File: src/hdl/ramn_pkg.sv
// ----------------------------------------------------------------------------
// ramn_pkg
// Shared widths, operation and message codes, and the compare result
// word for the Ricart-Agrawala mutual exclusion node.
// ----------------------------------------------------------------------------
package ramn_pkg;

   localparam int MAX_NODES         = 16;
   localparam int TICKET_WIDTH      = 32;
   localparam int ID_WIDTH          = 5;
   localparam int OP_WIDTH          = 2;
   localparam int KIND_WIDTH        = 2;
   localparam int CSR_INDEX_WIDTH   = 2;
   localparam int DEFER_ADDR_WIDTH  = $clog2(MAX_NODES);
   localparam int DEFER_COUNT_WIDTH = $clog2(MAX_NODES + 1);

   typedef enum logic [OP_WIDTH-1:0] {
      OP_LOCAL_REQUEST = 2'd0,
      OP_PEER_REQUEST  = 2'd1,
      OP_PEER_REPLY    = 2'd2,
      OP_RELEASE       = 2'd3
   } op_type;

   typedef enum logic [KIND_WIDTH-1:0] {
      KIND_REQUEST  = 2'd0,
      KIND_REPLY    = 2'd1,
      KIND_GRANT    = 2'd2,
      KIND_OVERFLOW = 2'd3
   } kind_type;

   localparam logic [CSR_INDEX_WIDTH-1:0] CSR_MY_ID      = 2'd0;
   localparam logic [CSR_INDEX_WIDTH-1:0] CSR_NODE_COUNT = 2'd1;

   typedef struct packed {
      logic lt;
      logic eq;
   } cmp_result_type;

endpackage

File: src/hdl/ramn_if.sv
// ----------------------------------------------------------------------------
// ramn_if
// Valid/ready channels of the mutual exclusion node: request words in,
// message words out, and the register write channel.
// ----------------------------------------------------------------------------
interface ramn_req_if;
   logic                                valid;
   logic                                ready;
   logic [ramn_pkg::OP_WIDTH-1:0]       operation;
   logic [ramn_pkg::ID_WIDTH-1:0]       peer_id;
   logic [ramn_pkg::TICKET_WIDTH-1:0]   peer_ticket;
   modport source (output valid, operation, peer_id, peer_ticket, input ready);
   modport sink   (input valid, operation, peer_id, peer_ticket, output ready);
endinterface

interface ramn_rsp_if;
   logic                                valid;
   logic                                ready;
   logic [ramn_pkg::KIND_WIDTH-1:0]     message_kind;
   logic [ramn_pkg::ID_WIDTH-1:0]       destination;
   logic [ramn_pkg::TICKET_WIDTH-1:0]   ticket_out;
   logic                                last;
   modport source (output valid, message_kind, destination, ticket_out, last, input ready);
   modport sink   (input valid, message_kind, destination, ticket_out, last, output ready);
endinterface

interface ramn_csr_if;
   logic                                   valid;
   logic                                   ready;
   logic [ramn_pkg::CSR_INDEX_WIDTH-1:0]   index;
   logic [ramn_pkg::ID_WIDTH-1:0]          data;
   modport source (output valid, index, data, input ready);
   modport sink   (input valid, index, data, output ready);
endinterface

File: src/hdl/ricart_agrawala_mutex_node_core.sv
// ----------------------------------------------------------------------------
// ricart_agrawala_mutex_node_core
// One node of ticket-based distributed mutual exclusion (Ricart-Agrawala).
// ----------------------------------------------------------------------------
// Takes one request word at a time; req_ch.ready is high only while the node
// is idle. A local request steps through every node id from 1 to the node
// count, own id included, emitting a request word on each other id, then
// the grant word in a single-node system. A peer request uses the shared
// ticket comparator against the highest ticket, then against the own ticket,
// then defers the peer or sends a reply or overflow word. A peer reply that
// completes the grant goes on to the grant word. A release sends a reply to
// each deferred peer after a registered read of the deferred list. Each emitted
// word waits on rsp_ch.ready; a finished word may sit in the output register
// while the next request word is taken. Register writes on csr_ch are always
// taken; the user must keep them to idle periods, the block does not enforce it.
// ----------------------------------------------------------------------------
module ricart_agrawala_mutex_node_core (
   input  logic        clock,
   input  logic        reset,
   ramn_req_if.sink    req_ch,
   ramn_rsp_if.source  rsp_ch,
   ramn_csr_if.sink    csr_ch
);

   typedef enum logic [2:0] {
      S_IDLE,
      S_PEER_HIGH,
      S_PEER_OWN,
      S_SEND_REQ,
      S_SEND_ONE,
      S_READ_DEFER,
      S_SEND_DEFER
   } state_type;

   localparam int TW = ramn_pkg::TICKET_WIDTH;
   localparam int IW = ramn_pkg::ID_WIDTH;
   localparam int AW = ramn_pkg::DEFER_ADDR_WIDTH;
   localparam int CW = ramn_pkg::DEFER_COUNT_WIDTH;

   state_type                 state_ff, state_in;
   logic [IW-1:0]             my_id_ff, node_count_ff;
   logic [TW-1:0]             own_ticket_ff, own_ticket_in;
   logic [TW-1:0]             highest_ff, highest_in;
   logic                      wanting_ff, wanting_in;
   logic [IW-1:0]             replies_ff, replies_in;
   logic [CW-1:0]             defer_count_ff, defer_count_in;
   logic [IW-1:0]             peer_id_ff, peer_id_in;
   logic [TW-1:0]             peer_ticket_ff, peer_ticket_in;
   logic [IW-1:0]             idx_ff, idx_in;
   logic [AW-1:0]             rd_idx_ff, rd_idx_in;
   ramn_pkg::kind_type        one_kind_ff, one_kind_in;
   logic [IW-1:0]             one_dest_ff, one_dest_in;

   logic                      rsp_valid_ff, rsp_valid_in;
   ramn_pkg::kind_type        rsp_kind_ff, rsp_kind_in;
   logic [IW-1:0]             rsp_dest_ff, rsp_dest_in;
   logic [TW-1:0]             rsp_ticket_ff, rsp_ticket_in;
   logic                      rsp_last_ff, rsp_last_in;
   logic                      rsp_load;

   logic                      accept;
   logic                      space;
   logic [IW-1:0]             n_eff;
   logic [IW-1:0]             needed;
   logic                      last_req;
   logic                      defer_final;
   logic                      defer_wr_en;
   logic [IW-1:0]             defer_rd_data;
   logic [TW-1:0]             cmp_b;
   ramn_pkg::cmp_result_type  cmp_res;
   ramn_pkg::op_type          op;

   assign accept       = req_ch.valid && req_ch.ready;
   assign req_ch.ready = (state_ff == S_IDLE);
   assign csr_ch.ready = 1'b1;
   assign space        = !rsp_valid_ff || rsp_ch.ready;
   assign op           = ramn_pkg::op_type'(req_ch.operation);

   assign rsp_ch.valid        = rsp_valid_ff;
   assign rsp_ch.message_kind = rsp_kind_ff;
   assign rsp_ch.destination  = rsp_dest_ff;
   assign rsp_ch.ticket_out   = rsp_ticket_ff;
   assign rsp_ch.last         = rsp_last_ff;

   always_comb begin
      priority if (node_count_ff == '0) begin
         n_eff = IW'(1);
      end else if (node_count_ff > IW'(ramn_pkg::MAX_NODES)) begin
         n_eff = IW'(ramn_pkg::MAX_NODES);
      end else begin
         n_eff = node_count_ff;
      end
   end

   assign needed      = n_eff - IW'(1);
   assign last_req    = (n_eff != IW'(1)) &&
                        ((idx_ff == n_eff) ||
                         ((idx_ff + IW'(1) == n_eff) && (my_id_ff == n_eff)));
   assign defer_final = (CW'(rd_idx_ff) + CW'(1)) == defer_count_ff;
   assign cmp_b       = (state_ff == S_PEER_HIGH) ? highest_ff : own_ticket_ff;

   ramn_cmp u_cmp (
      .a      (peer_ticket_ff),
      .b      (cmp_b),
      .result (cmp_res)
   );

   ramn_defer u_defer (
      .clock      (clock),
      .wr_en      (defer_wr_en),
      .wr_addr    (defer_count_ff[AW-1:0]),
      .wr_data    (peer_id_ff),
      .rd_addr    (rd_idx_ff),
      .rd_data_ff (defer_rd_data)
   );

   always_comb begin
      state_in       = state_ff;
      own_ticket_in  = own_ticket_ff;
      highest_in     = highest_ff;
      wanting_in     = wanting_ff;
      replies_in     = replies_ff;
      defer_count_in = defer_count_ff;
      peer_id_in     = peer_id_ff;
      peer_ticket_in = peer_ticket_ff;
      idx_in         = idx_ff;
      rd_idx_in      = rd_idx_ff;
      one_kind_in    = one_kind_ff;
      one_dest_in    = one_dest_ff;
      rsp_valid_in   = rsp_valid_ff && !rsp_ch.ready;
      rsp_kind_in    = rsp_kind_ff;
      rsp_dest_in    = rsp_dest_ff;
      rsp_ticket_in  = rsp_ticket_ff;
      rsp_last_in    = rsp_last_ff;
      rsp_load       = 1'b0;
      defer_wr_en    = 1'b0;

      unique case (state_ff)
         S_IDLE: begin
            if (accept) begin
               peer_id_in     = req_ch.peer_id;
               peer_ticket_in = req_ch.peer_ticket;
               unique case (op)
                  ramn_pkg::OP_LOCAL_REQUEST: begin
                     own_ticket_in = highest_ff;
                     highest_in    = highest_ff + TW'(1);
                     wanting_in    = 1'b1;
                     replies_in    = '0;
                     idx_in        = IW'(1);
                     state_in      = S_SEND_REQ;
                  end
                  ramn_pkg::OP_PEER_REQUEST: begin
                     state_in = S_PEER_HIGH;
                  end
                  ramn_pkg::OP_PEER_REPLY: begin
                     if (wanting_ff && (replies_ff < needed)) begin
                        replies_in = replies_ff + IW'(1);
                        if (replies_ff + IW'(1) == needed) begin
                           one_kind_in = ramn_pkg::KIND_GRANT;
                           one_dest_in = '0;
                           state_in    = S_SEND_ONE;
                        end
                     end
                  end
                  ramn_pkg::OP_RELEASE: begin
                     wanting_in = 1'b0;
                     replies_in = '0;
                     rd_idx_in  = '0;
                     if (defer_count_ff != '0) begin
                        state_in = S_READ_DEFER;
                     end
                  end
               endcase
            end
         end
         S_PEER_HIGH: begin
            if (!cmp_res.lt && !cmp_res.eq) begin
               highest_in = peer_ticket_ff;
            end
            state_in = S_PEER_OWN;
         end
         S_PEER_OWN: begin
            if (!wanting_ff || cmp_res.lt || (cmp_res.eq && (peer_id_ff < my_id_ff))) begin
               one_kind_in = ramn_pkg::KIND_REPLY;
               one_dest_in = peer_id_ff;
               state_in    = S_SEND_ONE;
            end else if (defer_count_ff < CW'(ramn_pkg::MAX_NODES)) begin
               defer_wr_en    = 1'b1;
               defer_count_in = defer_count_ff + CW'(1);
               state_in       = S_IDLE;
            end else begin
               one_kind_in = ramn_pkg::KIND_OVERFLOW;
               one_dest_in = '0;
               state_in    = S_SEND_ONE;
            end
         end
         S_SEND_REQ: begin
            if ((idx_ff != my_id_ff) && space) begin
               rsp_load      = 1'b1;
               rsp_valid_in  = 1'b1;
               rsp_kind_in   = ramn_pkg::KIND_REQUEST;
               rsp_dest_in   = idx_ff;
               rsp_ticket_in = own_ticket_ff;
               rsp_last_in   = last_req;
            end
            if ((idx_ff == my_id_ff) || space) begin
               if (idx_ff == n_eff) begin
                  if (n_eff == IW'(1)) begin
                     one_kind_in = ramn_pkg::KIND_GRANT;
                     one_dest_in = '0;
                     state_in    = S_SEND_ONE;
                  end else begin
                     state_in = S_IDLE;
                  end
               end else begin
                  idx_in = idx_ff + IW'(1);
               end
            end
         end
         S_SEND_ONE: begin
            if (space) begin
               rsp_load      = 1'b1;
               rsp_valid_in  = 1'b1;
               rsp_kind_in   = one_kind_ff;
               rsp_dest_in   = one_dest_ff;
               rsp_ticket_in = '0;
               rsp_last_in   = 1'b1;
               state_in      = S_IDLE;
            end
         end
         S_READ_DEFER: begin
            state_in = S_SEND_DEFER;
         end
         S_SEND_DEFER: begin
            if (space) begin
               rsp_load      = 1'b1;
               rsp_valid_in  = 1'b1;
               rsp_kind_in   = ramn_pkg::KIND_REPLY;
               rsp_dest_in   = defer_rd_data;
               rsp_ticket_in = '0;
               rsp_last_in   = defer_final;
               if (defer_final) begin
                  defer_count_in = '0;
                  state_in       = S_IDLE;
               end else begin
                  rd_idx_in = rd_idx_ff + AW'(1);
                  state_in  = S_READ_DEFER;
               end
            end
         end
         default: begin
            state_in = S_IDLE;
         end
      endcase
   end

   always_ff @(posedge clock) begin
      peer_id_ff     <= peer_id_in;
      peer_ticket_ff <= peer_ticket_in;
      idx_ff         <= idx_in;
      rd_idx_ff      <= rd_idx_in;
      one_kind_ff    <= one_kind_in;
      one_dest_ff    <= one_dest_in;
      rsp_kind_ff    <= rsp_kind_in;
      rsp_dest_ff    <= rsp_dest_in;
      rsp_ticket_ff  <= rsp_ticket_in;
      rsp_last_ff    <= rsp_last_in;
      if (reset) begin
         state_ff       <= S_IDLE;
         my_id_ff       <= IW'(1);
         node_count_ff  <= IW'(2);
         own_ticket_ff  <= '0;
         highest_ff     <= '0;
         wanting_ff     <= 1'b0;
         replies_ff     <= '0;
         defer_count_ff <= '0;
         rsp_valid_ff   <= 1'b0;
      end else begin
         state_ff       <= state_in;
         own_ticket_ff  <= own_ticket_in;
         highest_ff     <= highest_in;
         wanting_ff     <= wanting_in;
         replies_ff     <= replies_in;
         defer_count_ff <= defer_count_in;
         rsp_valid_ff   <= rsp_valid_in;
         if (csr_ch.valid && csr_ch.ready) begin
            if (csr_ch.index == ramn_pkg::CSR_MY_ID) begin
               my_id_ff <= csr_ch.data;
            end
            if (csr_ch.index == ramn_pkg::CSR_NODE_COUNT) begin
               node_count_ff <= csr_ch.data;
            end
         end
      end
   end

   a_defer_bound: assert property (@(posedge clock) disable iff (reset)
      defer_count_ff <= CW'(ramn_pkg::MAX_NODES))
      else $error("deferred count beyond list depth");

   a_skip_own: assert property (@(posedge clock) disable iff (reset)
      (state_ff == S_SEND_REQ && rsp_load) |-> (idx_ff != my_id_ff))
      else $error("request word sent to own id");

   a_release_clears: assert property (@(posedge clock) disable iff (reset)
      (accept && req_ch.operation == ramn_pkg::OP_RELEASE) |=>
         (!wanting_ff && replies_ff == '0))
      else $error("release left wanting or reply count set");

   a_read_range: assert property (@(posedge clock) disable iff (reset)
      (state_ff == S_SEND_DEFER) |-> (CW'(rd_idx_ff) < defer_count_ff))
      else $error("deferred list read beyond fill count");

endmodule

File: src/hdl/ramn_cmp.sv
// ----------------------------------------------------------------------------
// ramn_cmp
// Shared ticket comparator: unsigned less-than and equality of two tickets.
// ----------------------------------------------------------------------------
module ramn_cmp (
   input  logic [ramn_pkg::TICKET_WIDTH-1:0] a,
   input  logic [ramn_pkg::TICKET_WIDTH-1:0] b,
   output ramn_pkg::cmp_result_type          result
);

   assign result.lt = (a < b);
   assign result.eq = (a == b);

endmodule

File: src/hdl/ramn_defer.sv
// ----------------------------------------------------------------------------
// ramn_defer
// Deferred peer list: one write port, one read port with registered data.
// ----------------------------------------------------------------------------
module ramn_defer (
   input  logic                                  clock,
   input  logic                                  wr_en,
   input  logic [ramn_pkg::DEFER_ADDR_WIDTH-1:0] wr_addr,
   input  logic [ramn_pkg::ID_WIDTH-1:0]         wr_data,
   input  logic [ramn_pkg::DEFER_ADDR_WIDTH-1:0] rd_addr,
   output logic [ramn_pkg::ID_WIDTH-1:0]         rd_data_ff
);

   logic [ramn_pkg::ID_WIDTH-1:0] mem [ramn_pkg::MAX_NODES];

   always_ff @(posedge clock) begin
      if (wr_en) begin
         mem[wr_addr] <= wr_data;
      end
      rd_data_ff <= mem[rd_addr];
   end

endmodule

File: src/flat_wrapper.sv
// flat-port wrapper written by rule: the top's interface ports become plain ports
module ricart_agrawala_mutex_node_core_flat 
  (clock, reset, req_ch_valid, req_ch_operation, req_ch_peer_id, req_ch_peer_ticket, req_ch_ready, rsp_ch_valid, rsp_ch_message_kind, rsp_ch_destination, rsp_ch_ticket_out, rsp_ch_last, rsp_ch_ready, csr_ch_valid, csr_ch_index, csr_ch_data, csr_ch_ready);
  ramn_req_if req_ch_i ();
  ramn_rsp_if rsp_ch_i ();
  ramn_csr_if csr_ch_i ();
  input  logic clock;
  input  logic reset;
  input wire logic [$bits(req_ch_i.valid)-1:0] req_ch_valid;
  input wire logic [$bits(req_ch_i.operation)-1:0] req_ch_operation;
  input wire logic [$bits(req_ch_i.peer_id)-1:0] req_ch_peer_id;
  input wire logic [$bits(req_ch_i.peer_ticket)-1:0] req_ch_peer_ticket;
  output wire logic [$bits(req_ch_i.ready)-1:0] req_ch_ready;
  output wire logic [$bits(rsp_ch_i.valid)-1:0] rsp_ch_valid;
  output wire logic [$bits(rsp_ch_i.message_kind)-1:0] rsp_ch_message_kind;
  output wire logic [$bits(rsp_ch_i.destination)-1:0] rsp_ch_destination;
  output wire logic [$bits(rsp_ch_i.ticket_out)-1:0] rsp_ch_ticket_out;
  output wire logic [$bits(rsp_ch_i.last)-1:0] rsp_ch_last;
  input wire logic [$bits(rsp_ch_i.ready)-1:0] rsp_ch_ready;
  input wire logic [$bits(csr_ch_i.valid)-1:0] csr_ch_valid;
  input wire logic [$bits(csr_ch_i.index)-1:0] csr_ch_index;
  input wire logic [$bits(csr_ch_i.data)-1:0] csr_ch_data;
  output wire logic [$bits(csr_ch_i.ready)-1:0] csr_ch_ready;
  assign req_ch_i.valid = req_ch_valid;
  assign req_ch_i.operation = req_ch_operation;
  assign req_ch_i.peer_id = req_ch_peer_id;
  assign req_ch_i.peer_ticket = req_ch_peer_ticket;
  assign req_ch_ready = req_ch_i.ready;
  assign rsp_ch_valid = rsp_ch_i.valid;
  assign rsp_ch_message_kind = rsp_ch_i.message_kind;
  assign rsp_ch_destination = rsp_ch_i.destination;
  assign rsp_ch_ticket_out = rsp_ch_i.ticket_out;
  assign rsp_ch_last = rsp_ch_i.last;
  assign rsp_ch_i.ready = rsp_ch_ready;
  assign csr_ch_i.valid = csr_ch_valid;
  assign csr_ch_i.index = csr_ch_index;
  assign csr_ch_i.data = csr_ch_data;
  assign csr_ch_ready = csr_ch_i.ready;
  ricart_agrawala_mutex_node_core u_core (.clock(clock), .reset(reset), .req_ch(req_ch_i), .rsp_ch(rsp_ch_i), .csr_ch(csr_ch_i));
endmodule
File: config.mk
export PLATFORM = sky130hd
export DESIGN_NAME = ricart_agrawala_mutex_node_core_flat
export DESIGN_NICKNAME = d
export VERILOG_FILES = /design/src/hdl/ramn_pkg.sv /design/src/hdl/ramn_if.sv /design/src/hdl/ricart_agrawala_mutex_node_core.sv /design/src/hdl/ramn_cmp.sv /design/src/hdl/ramn_defer.sv /design/src/flat_wrapper.sv
export SDC_FILE = /design/constraint.sdc
export NUM_CORES = 1
export LEC_CHECK = 0
export BUFFER_PORTS_ARGS = -buffer_cell sky130_fd_sc_hd__buf_2
export CAP_MARGIN = 10
export CORE_MARGIN = 4
export CORE_UTILIZATION = 40
export DETAILED_ROUTE_END_ITERATION = 10
export PLACE_DENSITY_LB_ADDON = 0.25
export SETUP_SLACK_MARGIN = 0.3
export SLEW_MARGIN = 40
export SYNTH_ARGS = -nofsm -noshare
export SYNTH_HDL_FRONTEND = slang
export SYNTH_SLANG_ARGS = --single-unit
File: constraint.sdc
create_clock -name clock -period 4.6 [get_ports clock]
set_clock_uncertainty 0.2 [all_clocks]
set_input_delay 0.46 -clock clock [delete_from_list [all_inputs] [get_ports clock]]
set_output_delay 0.46 -clock clock [all_outputs]
set_load 0.005 [all_outputs]
==> metrics.txt, run 1 <==
sequential fraction of the synthesis area 0.551; clock buffer depth 3; initial antenna violation count 1; Worst Tran Pin Value 0.742 ns; EDFF count, synth 173; Layout Utilization 0.482; Syn. warnings 0; drt first pass iters 5; ratio of cells with drive above 1 in the final layout 0.167; GR Util met1 0.268; Netlist Area Pre-Place 12,900 µm²; CP required 4.65 ns; maximum vdd ir drop 0.273 mV; crit path max fanout 38; Inserted Clock Buffers 30; P&R area growth vs syn 18.7%; non-filler cells, final 1,699; clk slew on worst S/H paths 0.06 ns; RSZ-0062 raised after global routing yes; Startpoint Class flip-flop; input/output buffers 92; crit path launch u_core.state_ff[0]$_SDFFE_PP0P_; largest net degree at the start of global routing 81; clk_lat worst skew 0.57 ns; Worst Slack Setup Final 0.469 ns; core area 31,600 µm²; CP delay by family, top simple AND/OR/NAND/NOR gates; largest cells by area after synthesis edfxtp_1, dfxtp_1, ha_1; first-pass GRT wire length 51,300 µm; Synth cell types 74; fin crit share 0.898; placed cells 1,602; Worst slew margin 0.500; slowest cell delay on critical path 0.45 ns; antenna violation net count after detailed routing 0; Net Count, Synth 1,254; max cap viols 0; Row Count 65; Total Routed Length 32,700 µm; type of the worst min-delay path primary input to flip-flop; root cell of the clock tree clkbuf_16; Critical path buffers and inverters 4; Crit Path Class flip-flop to flip-flop; vias per cell 5.51; Setup TNS 0 ns; gr usage total 0.180; startpoint of the worst register-to-register path u_core.state_ff[0]$_SDFFE_PP0P_; grt total ovfl 0; Final nets 1,381; CTS Sinks 267; Syn Inst Count 1,148; crit end category flip-flop; met3 usage 0.0299; number of synthesized register bits 267; DRC violations left 0; LEAKAGE 5.43 nW; Die W 187 µm; DP Worst Slack 0.221 ns; H-tree levels 1; Die H 187 µm; commonest non-fill, non-tap cell in the layout edfxtp_1; wire per inst 19.2 µm; Hold Crit Start csr_ch_index[1]; most frequent cells in the layout edfxtp_1, nand2_1, a21oi_1; vias in the first global route 8,930; Final setup viols 0; syn avg cell area 11.2 µm²; cell taking the most area after synthesis edfxtp_1; Slowest cell on crit path dfxtp_2; half-perimeter wire length after placement 22,100 µm; Synth top area share 0.404; Top FF cell, synth edfxtp_1; endpoints failing hold 0; share of flip-flops with an asynchronous set or reset 0; final RePlAce weighted congestion 0.835; routing usage on met2 0.280; Achievable Freq 242 MHz; Max Slew Vio Count 0; Top Usage Layer GRT met2; CTS tree built; Cell Pwr Density 421 nW/µm²; number of top-level pins 94; Tmin final 4.13 ns; Total Die Area 35,100 µm²; via count 9,354; Initial Utilization 0.406; Antenna diodes 0; status finished, final reports clean; detailed router's first-iteration violation count 657; crit-path cells inv_1, nor3_2, buf_12, buf_4, mux2i_1, ha_1, nand4_1, nor4_1, o31a_1, o211ai_1, nor3_2, buf_4, and3_1; worst endpoint data arrival time 4.18 ns
[synth_stat cells (all sizes together), types with 10 or more instances]
master	number
nand4	15
mux4	26
and2	44
nor2	70
and3	28
a21oi	113
xor2	10
edfxtp	173
nand2	142
buf	25
clkbuf	45
o21ai	32
dfxtp	94
o32ai	12
xnor2	14
mux2i	44
nand3	34
ha	55
inv	23
nor3	24
[worst reg2reg max path: cells and delay by family (launching register included)]
family,cells,cell delay (ns)
adder cells (fa/ha/maj),1,0.33
AO/OA/AOI/OAI,2,0.40
AND/OR/NAND/NOR,5,1.30
multiplexers,1,0.14
flip-flops,1,0.45
buffers and inverters,4,0.99
[final timing paths]
path                                           to  cells past startpoint  slack [ns]
max           u_core.u_defer.mem[15][4]$_DFFE_PP_                     13        0.47
min reg2reg  u_core.own_ticket_ff[3]$_SDFFE_PP0P_                      2        0.26
min               u_core.my_id_ff[0]$_SDFFE_PP1P_                      4        0.10
max reg2reg   u_core.u_defer.mem[15][4]$_DFFE_PP_                     13        0.47
[repair_timing]
action / CTS / global route
hold buffers: 42 / 0
pin swaps: 0 / 0
hold endpoints to repair: 47 / 0
gates resized for setup: 1 / 1
setup endpoints to repair: 80 / 105
buffers inserted: 0 / 1
[registers in the layout, summed over array words and instances, names as in the netlist, 3 cells and up]
register / cells
u_core.highest_ff: 32
u_core.state_ff: 3
u_core.idx_ff: 5
u_core.defer_count_ff: 5
u_core.peer_id_ff: 5
u_core.one_dest_ff: 5
u_core.replies_ff: 5
u_core.own_ticket_ff: 32
u_core.rsp_ch.destination: 5
u_core.u_defer.mem: 80
u_core.my_id_ff: 5
u_core.rsp_ch.ticket_out: 32
u_core.rd_idx_ff: 4
u_core.u_defer.rd_data_ff: 5
u_core.node_count_ff: 5
u_core.peer_ticket_ff: 32
[area by class of cell]
class	instances	area [µm²]
clock buffers	37	808
clock inverters	17	191
fillers	2810	16400
inverters	23	86.3
multi-input cells	788	5450
flip-flops and latches	267	7080
well taps	402	503
repair buffers	165	1140
[where the power goes]
group          internal [W]  switching (W)
Sequential          0.00278       0.000139
Combinational      0.000427       0.000683
Clock               0.00142       0.000984
[routing by layer]
metal  up-vias  wire length (µm)
met1      4535             15500
met4         0               432
li1       4506                 -
met5         -                 0
met3        31              1970
met2       282             14700
[through the flow]
| stage | hold WS (ns) | cell area [µm²] | power, W |
|---|---|---|---|
| 3_3_place_gp | 0.256 | 13800 | 0.00403 |
| 4_1_cts | 0.0799 | 15200 | 0.00648 |
| 6_report | 0.102 | 15300 | 0.00643 |
| 5_1_grt | 0.145 | 15300 | 0.00672 |
| 3_5_place_dp | 0.260 | 13800 | 0.00405 |
| 2_1_floorplan | 0.244 | 12900 | 0.00362 |
[cells by family (layout without fill, tap and decap cells)]
family	Yosys count	in the layout	synth area share
AO/OA/AOI/OAI	230	230	0.112
XOR/XNOR	25	25	0.0181
adder cells (fa/ha/maj)	55	55	0.0535
buffers and inverters	93	242	0.0295
flip-flops	267	267	0.551
multiplexers	71	71	0.0807
other	1	1	0.000292
AND/OR/NAND/NOR	406	406	0.155
(Power assumes the default switching activity.)
==> run 2: changes to the inputs <==
--- a/config.mk
+++ b/config.mk
@@ -17,2 +17,3 @@
 export SYNTH_HDL_FRONTEND = slang
+export SYNTH_HIERARCHICAL = 1
 export SYNTH_SLANG_ARGS = --single-unit
==> constraint.sdc (replaced) <==
create_clock -name clock -period 4.6 [get_ports clock]
set_clock_uncertainty 0.2 [all_clocks]
set_input_delay 0.69 -clock clock [delete_from_list [all_inputs] [get_ports clock]]
set_output_delay 0.69 -clock clock [all_outputs]
set_load 0.005 [all_outputs]
==> run 2 against run 1 <==
Net effect:
- critical path depth increased by 3
- flip-flop and latch count stayed put
- first-iteration DRC count rose by 14%
- sequential share of layout area barely moved
- largest cell class unchanged
- largest power group unchanged
==> metrics.txt, run 2 <==
root cell of the clock tree clkbuf_16; DP Worst Slack 0.200 ns (-0.0208 ns); CTS Sinks 267 (unchanged); Setup TNS 0 ns (unchanged); most frequent cells in the layout nand2_1, edfxtp_1, a21oi_1; share of flip-flops with an asynchronous set or reset 0 (unchanged); max FFs per register 80 (unchanged); largest net degree at the start of global routing 47 (-42%); clock buffer depth 3 (unchanged); antenna violation net count after detailed routing 0 (unchanged); Final nets 1,459 (+5.6%); P&R area growth vs syn 17.2%; Startpoint Class flip-flop; non-filler cells, final 1,813 (+6.7%); Total Die Area 35,500 µm² (+1.2%); Setup crit end u_core/u_defer/mem[2][0]$_DFFE_PP_; clk slew on worst S/H paths 0.06 ns (about the same); Crit Path Class flip-flop to flip-flop; crit path launch u_core/state_ff[1]$_SDFFE_PP0P_; Die W 188 µm (+0.62%); hold bufs inserted after CTS 0 (-100%); R2R setup slack 0.48 ns (about the same); commonest non-fill, non-tap cell in the layout nand2_1; grt total ovfl 0 (unchanged); half-perimeter wire length after placement 23,300 µm (+5.1%); Max Slew Vio Count 0 (unchanged); Worst R2R Path Depth 16 (+3); Netlist Area Pre-Place 13,000 µm² (+1.3%); Final setup viols 0 (unchanged); Syn. warnings 6 (+6); fin crit share 0.896 (-0.00241); clk_lat worst skew 0.55 ns (-0.02 ns); top cells by count, synth nand2_1, edfxtp_1, nor2_1; maximum vdd ir drop 0.295 mV (+8.1%); Row Count 65 (unchanged); power after layout 0.00743 W (+16%); Antenna diodes 0 (unchanged); input/output buffers 92 (unchanged); Top reg by flops u_core/u_defer/mem; vias per cell 5.31 (-3.6%); drt first pass iters 5 (unchanged); Hold Slack 0.116 ns (+0.0138 ns); Net Count, Synth 1,356 (+8.1%); # fillers 2,939 (+4.6%); core area 31,800 µm² (+0.51%); Top FF cell, synth edfxtp_1; Die H 188 µm (+0.62%); worst endpoint data arrival time 4.14 ns (-0.04 ns); EDFF count, synth 173 (unchanged); startpoint of the worst register-to-register path u_core/state_ff[1]$_SDFFE_PP0P_; LEAKAGE 5.46 nW (+0.66%); max cap viols 0 (unchanged); final RePlAce weighted congestion 0.844 (+1.0%); Inserted Clock Buffers 29 (-3.3%); sequential fraction of the synthesis area 0.544 (-0.00704); Tmin final 4.12 ns (-0.0111 ns); type of the worst min-delay path primary input to flip-flop; Worst Tran Pin Value 0.817 ns (+0.0746 ns); Syn Inst Count 1,252 (+9.1%); crit path max fanout 9 (-76%); detailed router's first-iteration violation count 752 (+14%); syn avg cell area 10.4 µm² (-7.1%); Worst Hold Depth 1 (-3); number of top-level pins 94 (unchanged); placed cells 1,750 (+9.2%); via count 9,623 (+2.9%); DRC violations left 0 (unchanged); Worst slew margin 0.452 (-0.0478); Achievable Freq 243 MHz (+0.27%); CTS tree built; H-tree levels 1 (unchanged); number of synthesized register bits 267 (unchanged); RR Endpoint u_core/u_defer/mem[2][0]$_DFFE_PP_; CP required 4.62 ns (-0.03 ns); Synth cell types 80 (+8.1%); wire per inst 18.2 µm (-5.4%); initial antenna violation count 0 (-1); gr usage total 0.181 (+0.000906); Worst Slack Setup Final 0.480 ns (+0.0111 ns); Total Routed Length 33,000 µm (+0.94%); Initial Utilization 0.409 (+0.00315); vias in the first global route 9,501 (+6.4%); status finished, final reports clean; Cell Pwr Density 487 nW/µm² (+16%); RSZ-0062 raised after global routing no; Synth top area share 0.399 (-0.00517); ratio of cells with drive above 1 in the final layout 0.183 (+0.0156); most frequent cell after synthesis nand2_1; largest cells by area after synthesis edfxtp_1, dfxtp_1, nand2_1; cell taking the most area after synthesis edfxtp_1; first-pass GRT wire length 52,400 µm (+2.2%); endpoints failing hold 0 (unchanged); crit end category flip-flop
-- run 2: cell count changes after synthesis, moves of 8 or more --
cell,before,now
o21ai_0,26,48
buf_2,15,27
nand3_1,34,42
nor2_1,70,106
inv_1,23,59
a21oi_1,112,100
nand2_1,142,218
a211oi_1,6,17
a22oi_1,2,13
and3_1,27,4
mux2i_1,44,14
clkbuf_1,45,27
o32ai_1,12,3
-- run 2: cell families (layout without fill, tap and decap cells) --
kind of cell    count (synthesis)  after routing  share of synthesized area
buf+inv                       125            251                     0.0412
mux                            34             34                     0.0454
compound gates                240            240                      0.114
xor+xnor                       27             27                     0.0192
fa+ha+maj                      53             53                     0.0509
flops                         267            267                      0.544
simple gates                  505            505                      0.185
other cells                     1              1                   0.000288
-- run 2: cell type report --
type | instances | area [µm²] | area share
Sequential cell | 267 | 7080 | 0.464
Clock inverter | 20 | 211 | 0.0139
Multi-Input combinational cell | 860 | 5550 | 0.364
Inverter | 61 | 229 | 0.0150
Tap cell | 435 | 544 | 0.0357
Clock buffer | 34 | 754 | 0.0494
Timing Repair Buffer | 136 | 900 | 0.0589
-- run 2: where the power goes --
part           internal (W)  switching, W
registers           0.00296      0.000246
clock network       0.00140      0.000951
logic              0.000722       0.00116
-- run 2: metrics by stage --
step	util	cell area, µm²
after floorplan	-	13100
after global placement	0.442	14100
after detailed placement	0.444	14100
after CTS	0.477	15200
after global routing	0.480	15300
final	0.480	15300
-- run 2: routing by layer --
layer	global-route usage	routed length, µm
met3	0.0206	1680
met1	0.244	14300
met5	0	0
met2	0.314	16400
met4	0.0432	606
-- run 2: what timing repair did --
| item | 4_1_cts | 5_1_grt |
|---|---|---|
| gates resized for setup | 5 | 12 |
| pin swaps | 2 | 1 |
| setup endpoints to repair | 42 | 117 |
| cloned | 0 | 1 |
| buffers inserted | 4 | 4 |
-- run 2: worst min path at each step --
stage                                            end                            startpoint
6_report         u_core/peer_ticket_ff[16]$_DFFE_PP_                req_ch_peer_ticket[16]
5_1_grt           u_core/peer_ticket_ff[5]$_DFFE_PP_                 req_ch_peer_ticket[5]
4_1_cts           u_core/peer_ticket_ff[0]$_DFFE_PP_                 req_ch_peer_ticket[0]
3_5_place_dp    u_core/own_ticket_ff[2]$_SDFFE_PP0P_  u_core/own_ticket_ff[2]$_SDFFE_PP0P_
3_3_place_gp    u_core/own_ticket_ff[5]$_SDFFE_PP0P_  u_core/own_ticket_ff[5]$_SDFFE_PP0P_
2_1_floorplan  u_core/own_ticket_ff[21]$_SDFFE_PP0P_    u_core/highest_ff[21]$_SDFFE_PP0P_
-- run 2: worst max-delay path, cell delays in order, from the launching register on --
cell       delay, ns
dfxtp_1         0.32
nand2b_4        0.16
or2_4           0.31
o21ai_0         0.17
inv_1           0.07
ha_1            0.30
nand4_1         0.19
nor4_2          0.35
buf_4           0.16
a21boi_1        0.15
or4b_4          0.15
a2111oi_4       0.07
inv_2           0.10
a31oi_4         0.09
nor3_4          0.24
or3b_4          0.47
nor2_2          0.27
==> run 3: changes to the inputs <==
Settings changed: PLACE_DENSITY set to 0.62, PLACE_DENSITY_LB_ADDON 0.25 to unset.
==> run 3 against run 2 <==
Net effect:
- setup slack better by 0.0096 ns
- critical endpoint is now u_core/u_defer/mem[0][4]$_DFFE_PP_
- fmax grew 0.23%
- core utilization down 0.21 points
- hold slack got worse by 0.014 ns
- register-to-register slack is essentially flat
==> metrics.txt, run 3 (synthesized netlist as in run 2, its figures left out) <==
detailed router's first-iteration violation count 723 (-3.9%); Hold Slack 0.102 ns (-0.0141 ns); Slowest cell on crit path or3b_4; crit-path cells nand2b_4, nor2_4, buf_12, buf_4, nand2_1, nand2_1, inv_1, ha_1, nand4_1, nor4_2, a21boi_1, or4b_4, a2111oi_4, inv_2, a31oi_4, nor3_4, or3b_4, nor3_4; # fillers 2,878 (-2.1%); Tmin final 4.11 ns (-0.00961 ns); input/output buffers 92 (unchanged); vias per cell 5.31 (about the same); Layout Utilization 0.478 (-0.00212); Final setup viols 0 (unchanged); number of top-level pins 94 (unchanged); root cell of the clock tree clkbuf_16; Die W 188 µm (unchanged); area of the multi-input gates 5540 µm² (-0.18%); H-tree levels 1 (unchanged); max FFs per register 80 (unchanged); Seq. cell area 7080 µm² (about the same); Achievable Freq 243 MHz (+0.23%); CP required 4.65 ns (+0.03 ns); Crit Path Class flip-flop to flip-flop; R2R setup slack 0.49 ns (about the same); worst endpoint data arrival time 4.16 ns (+0.02 ns); P&R area growth vs syn 16.7%; Worst slew margin 0.481 (+0.0290); DRT met1 WL 14,000 µm (-2.1%); DRC violations left 0 (unchanged); Max Slew Vio Count 0 (unchanged); Startpoint Class flip-flop; antenna violation net count after detailed routing 0 (unchanged); core area 31,800 µm² (unchanged); Top reg by flops u_core/u_defer/mem; DR top layer met4; Antenna diodes 0 (unchanged); gr usage total 0.177 (-0.00415); clk_lat worst skew 0.57 ns (+0.02 ns); metal2 WL 16,000 µm (-2.1%); endpoints failing hold 0 (unchanged); via count 9,618 (-0.052%); Total Routed Length 32,500 µm (-1.3%); crit end category flip-flop; max cap viols 0 (unchanged); first-pass GRT wire length 51,200 µm (-2.3%); hold bufs inserted after CTS 0 (unchanged); clk slew on worst S/H paths 0.07 ns (about the same); CP delay by family, top simple AND/OR/NAND/NOR gates; Total Die Area 35,500 µm² (unchanged); initial antenna violation count 0 (unchanged); ratio of cells with drive above 1 in the final layout 0.180 (-0.00337); grt total ovfl 0 (unchanged); Critical path buffers and inverters 4 (+1); slowest cell delay on critical path 0.49 ns (+0.02 ns); LEAKAGE 5.43 nW (-0.67%); CTS tree built; Inserted Clock Buffers 28 (-3.4%); maximum vdd ir drop 0.287 mV (-2.7%); Worst Slack Setup Final 0.489 ns (+0.00961 ns); Row Count 65 (unchanged); CTS Sinks 267 (unchanged); type of the worst min-delay path primary input to flip-flop; final RePlAce weighted congestion 0.878 (+4.0%); largest net degree at the start of global routing 51 (+8.5%); vias in the first global route 9,227 (-2.9%); met3 WL 1690 µm (+0.59%); Cell Pwr Density 485 nW/µm² (-0.39%); half-perimeter wire length after placement 22,700 µm (-2.4%); status finished, final reports clean; DP Worst Slack 0.314 ns (+0.114 ns); RSZ-0062 raised after global routing no; Initial Utilization 0.409 (unchanged); Final nets 1,458 (-0.069%); Setup TNS 0 ns (unchanged); drt first pass iters 5 (unchanged); power after layout 0.00737 W (-0.83%); fin crit share 0.894 (-0.00209); Worst Tran Pin Value 0.775 ns (-0.0413 ns); crit path max fanout 14 (+5); wire per inst 18.0 µm (-1.2%); commonest non-fill, non-tap cell in the layout nand2_1; most frequent cells in the layout nand2_1, edfxtp_1, a21oi_1; clock buffer depth 3 (unchanged); Die H 188 µm (unchanged)
==> run 3: cell count changes in the layout (fill, tap and decap cells not counted), moves of 2 or more <==
| cell | before | now |
|---|---|---|
| clkbuf_16 | 30 | 28 |
| clkinv_2 | 8 | 6 |
| clkinv_4 | 0 | 2 |
| buf_6 | 3 | 0 |
| buf_4 | 36 | 40 |
==> run 3: worst paths after layout <==
path	from	endpoint	cells after the start
worst min register to register	u_core/own_ticket_ff[28]$_SDFFE_PP0P_	u_core/own_ticket_ff[28]$_SDFFE_PP0P_	2
worst max register to register	u_core/state_ff[1]$_SDFFE_PP0P_	u_core/u_defer/mem[0][4]$_DFFE_PP_	18
worst max-delay path	u_core/state_ff[1]$_SDFFE_PP0P_	u_core/u_defer/mem[0][4]$_DFFE_PP_	18
worst min-delay path	req_ch_peer_id[2]	u_core/peer_id_ff[2]$_DFFE_PP_	1
==> run 3: area by class of cell <==
class                      count  area share
tap                          435      0.0358
sequential                   267       0.466
timing repair buffer         135      0.0560
inverter                      61      0.0151
clock inverter                20      0.0158
clock buffer                  32      0.0471
multi-input combinational    861       0.364
==> run 3: routing by layer <==
layer  up-vias  global-route usage
met1      4574               0.242
met3        62              0.0245
met4         0              0.0415
met5         -                   0
met2       302               0.300
li1       4680                   -
==> run 3: power breakdown <==
group,internal (W),total (W),switching (W)
logic,0.000700,0.00183,0.00113
clock network,0.00135,0.00232,0.000964
registers,0.00296,0.00322,0.000258
==> run 3: per-stage QoR <==
stage / instances / instance area, µm²
3_3_place_gp: 1751 / 14100
6_report: 1811 / 15200
2_1_floorplan: 1252 / 13100
4_1_cts: 1805 / 15100
3_5_place_dp: 1753 / 14100
5_1_grt: 1811 / 15200
==> run 3: timing repair <==
| item | in CTS | in global routing |
|---|---|---|
| setup buffers | 0 | 5 |
| hold endpoints to repair | 0 | 0 |
| setup endpoints to repair | 0 | 113 |
| resized for setup | 0 | 12 |
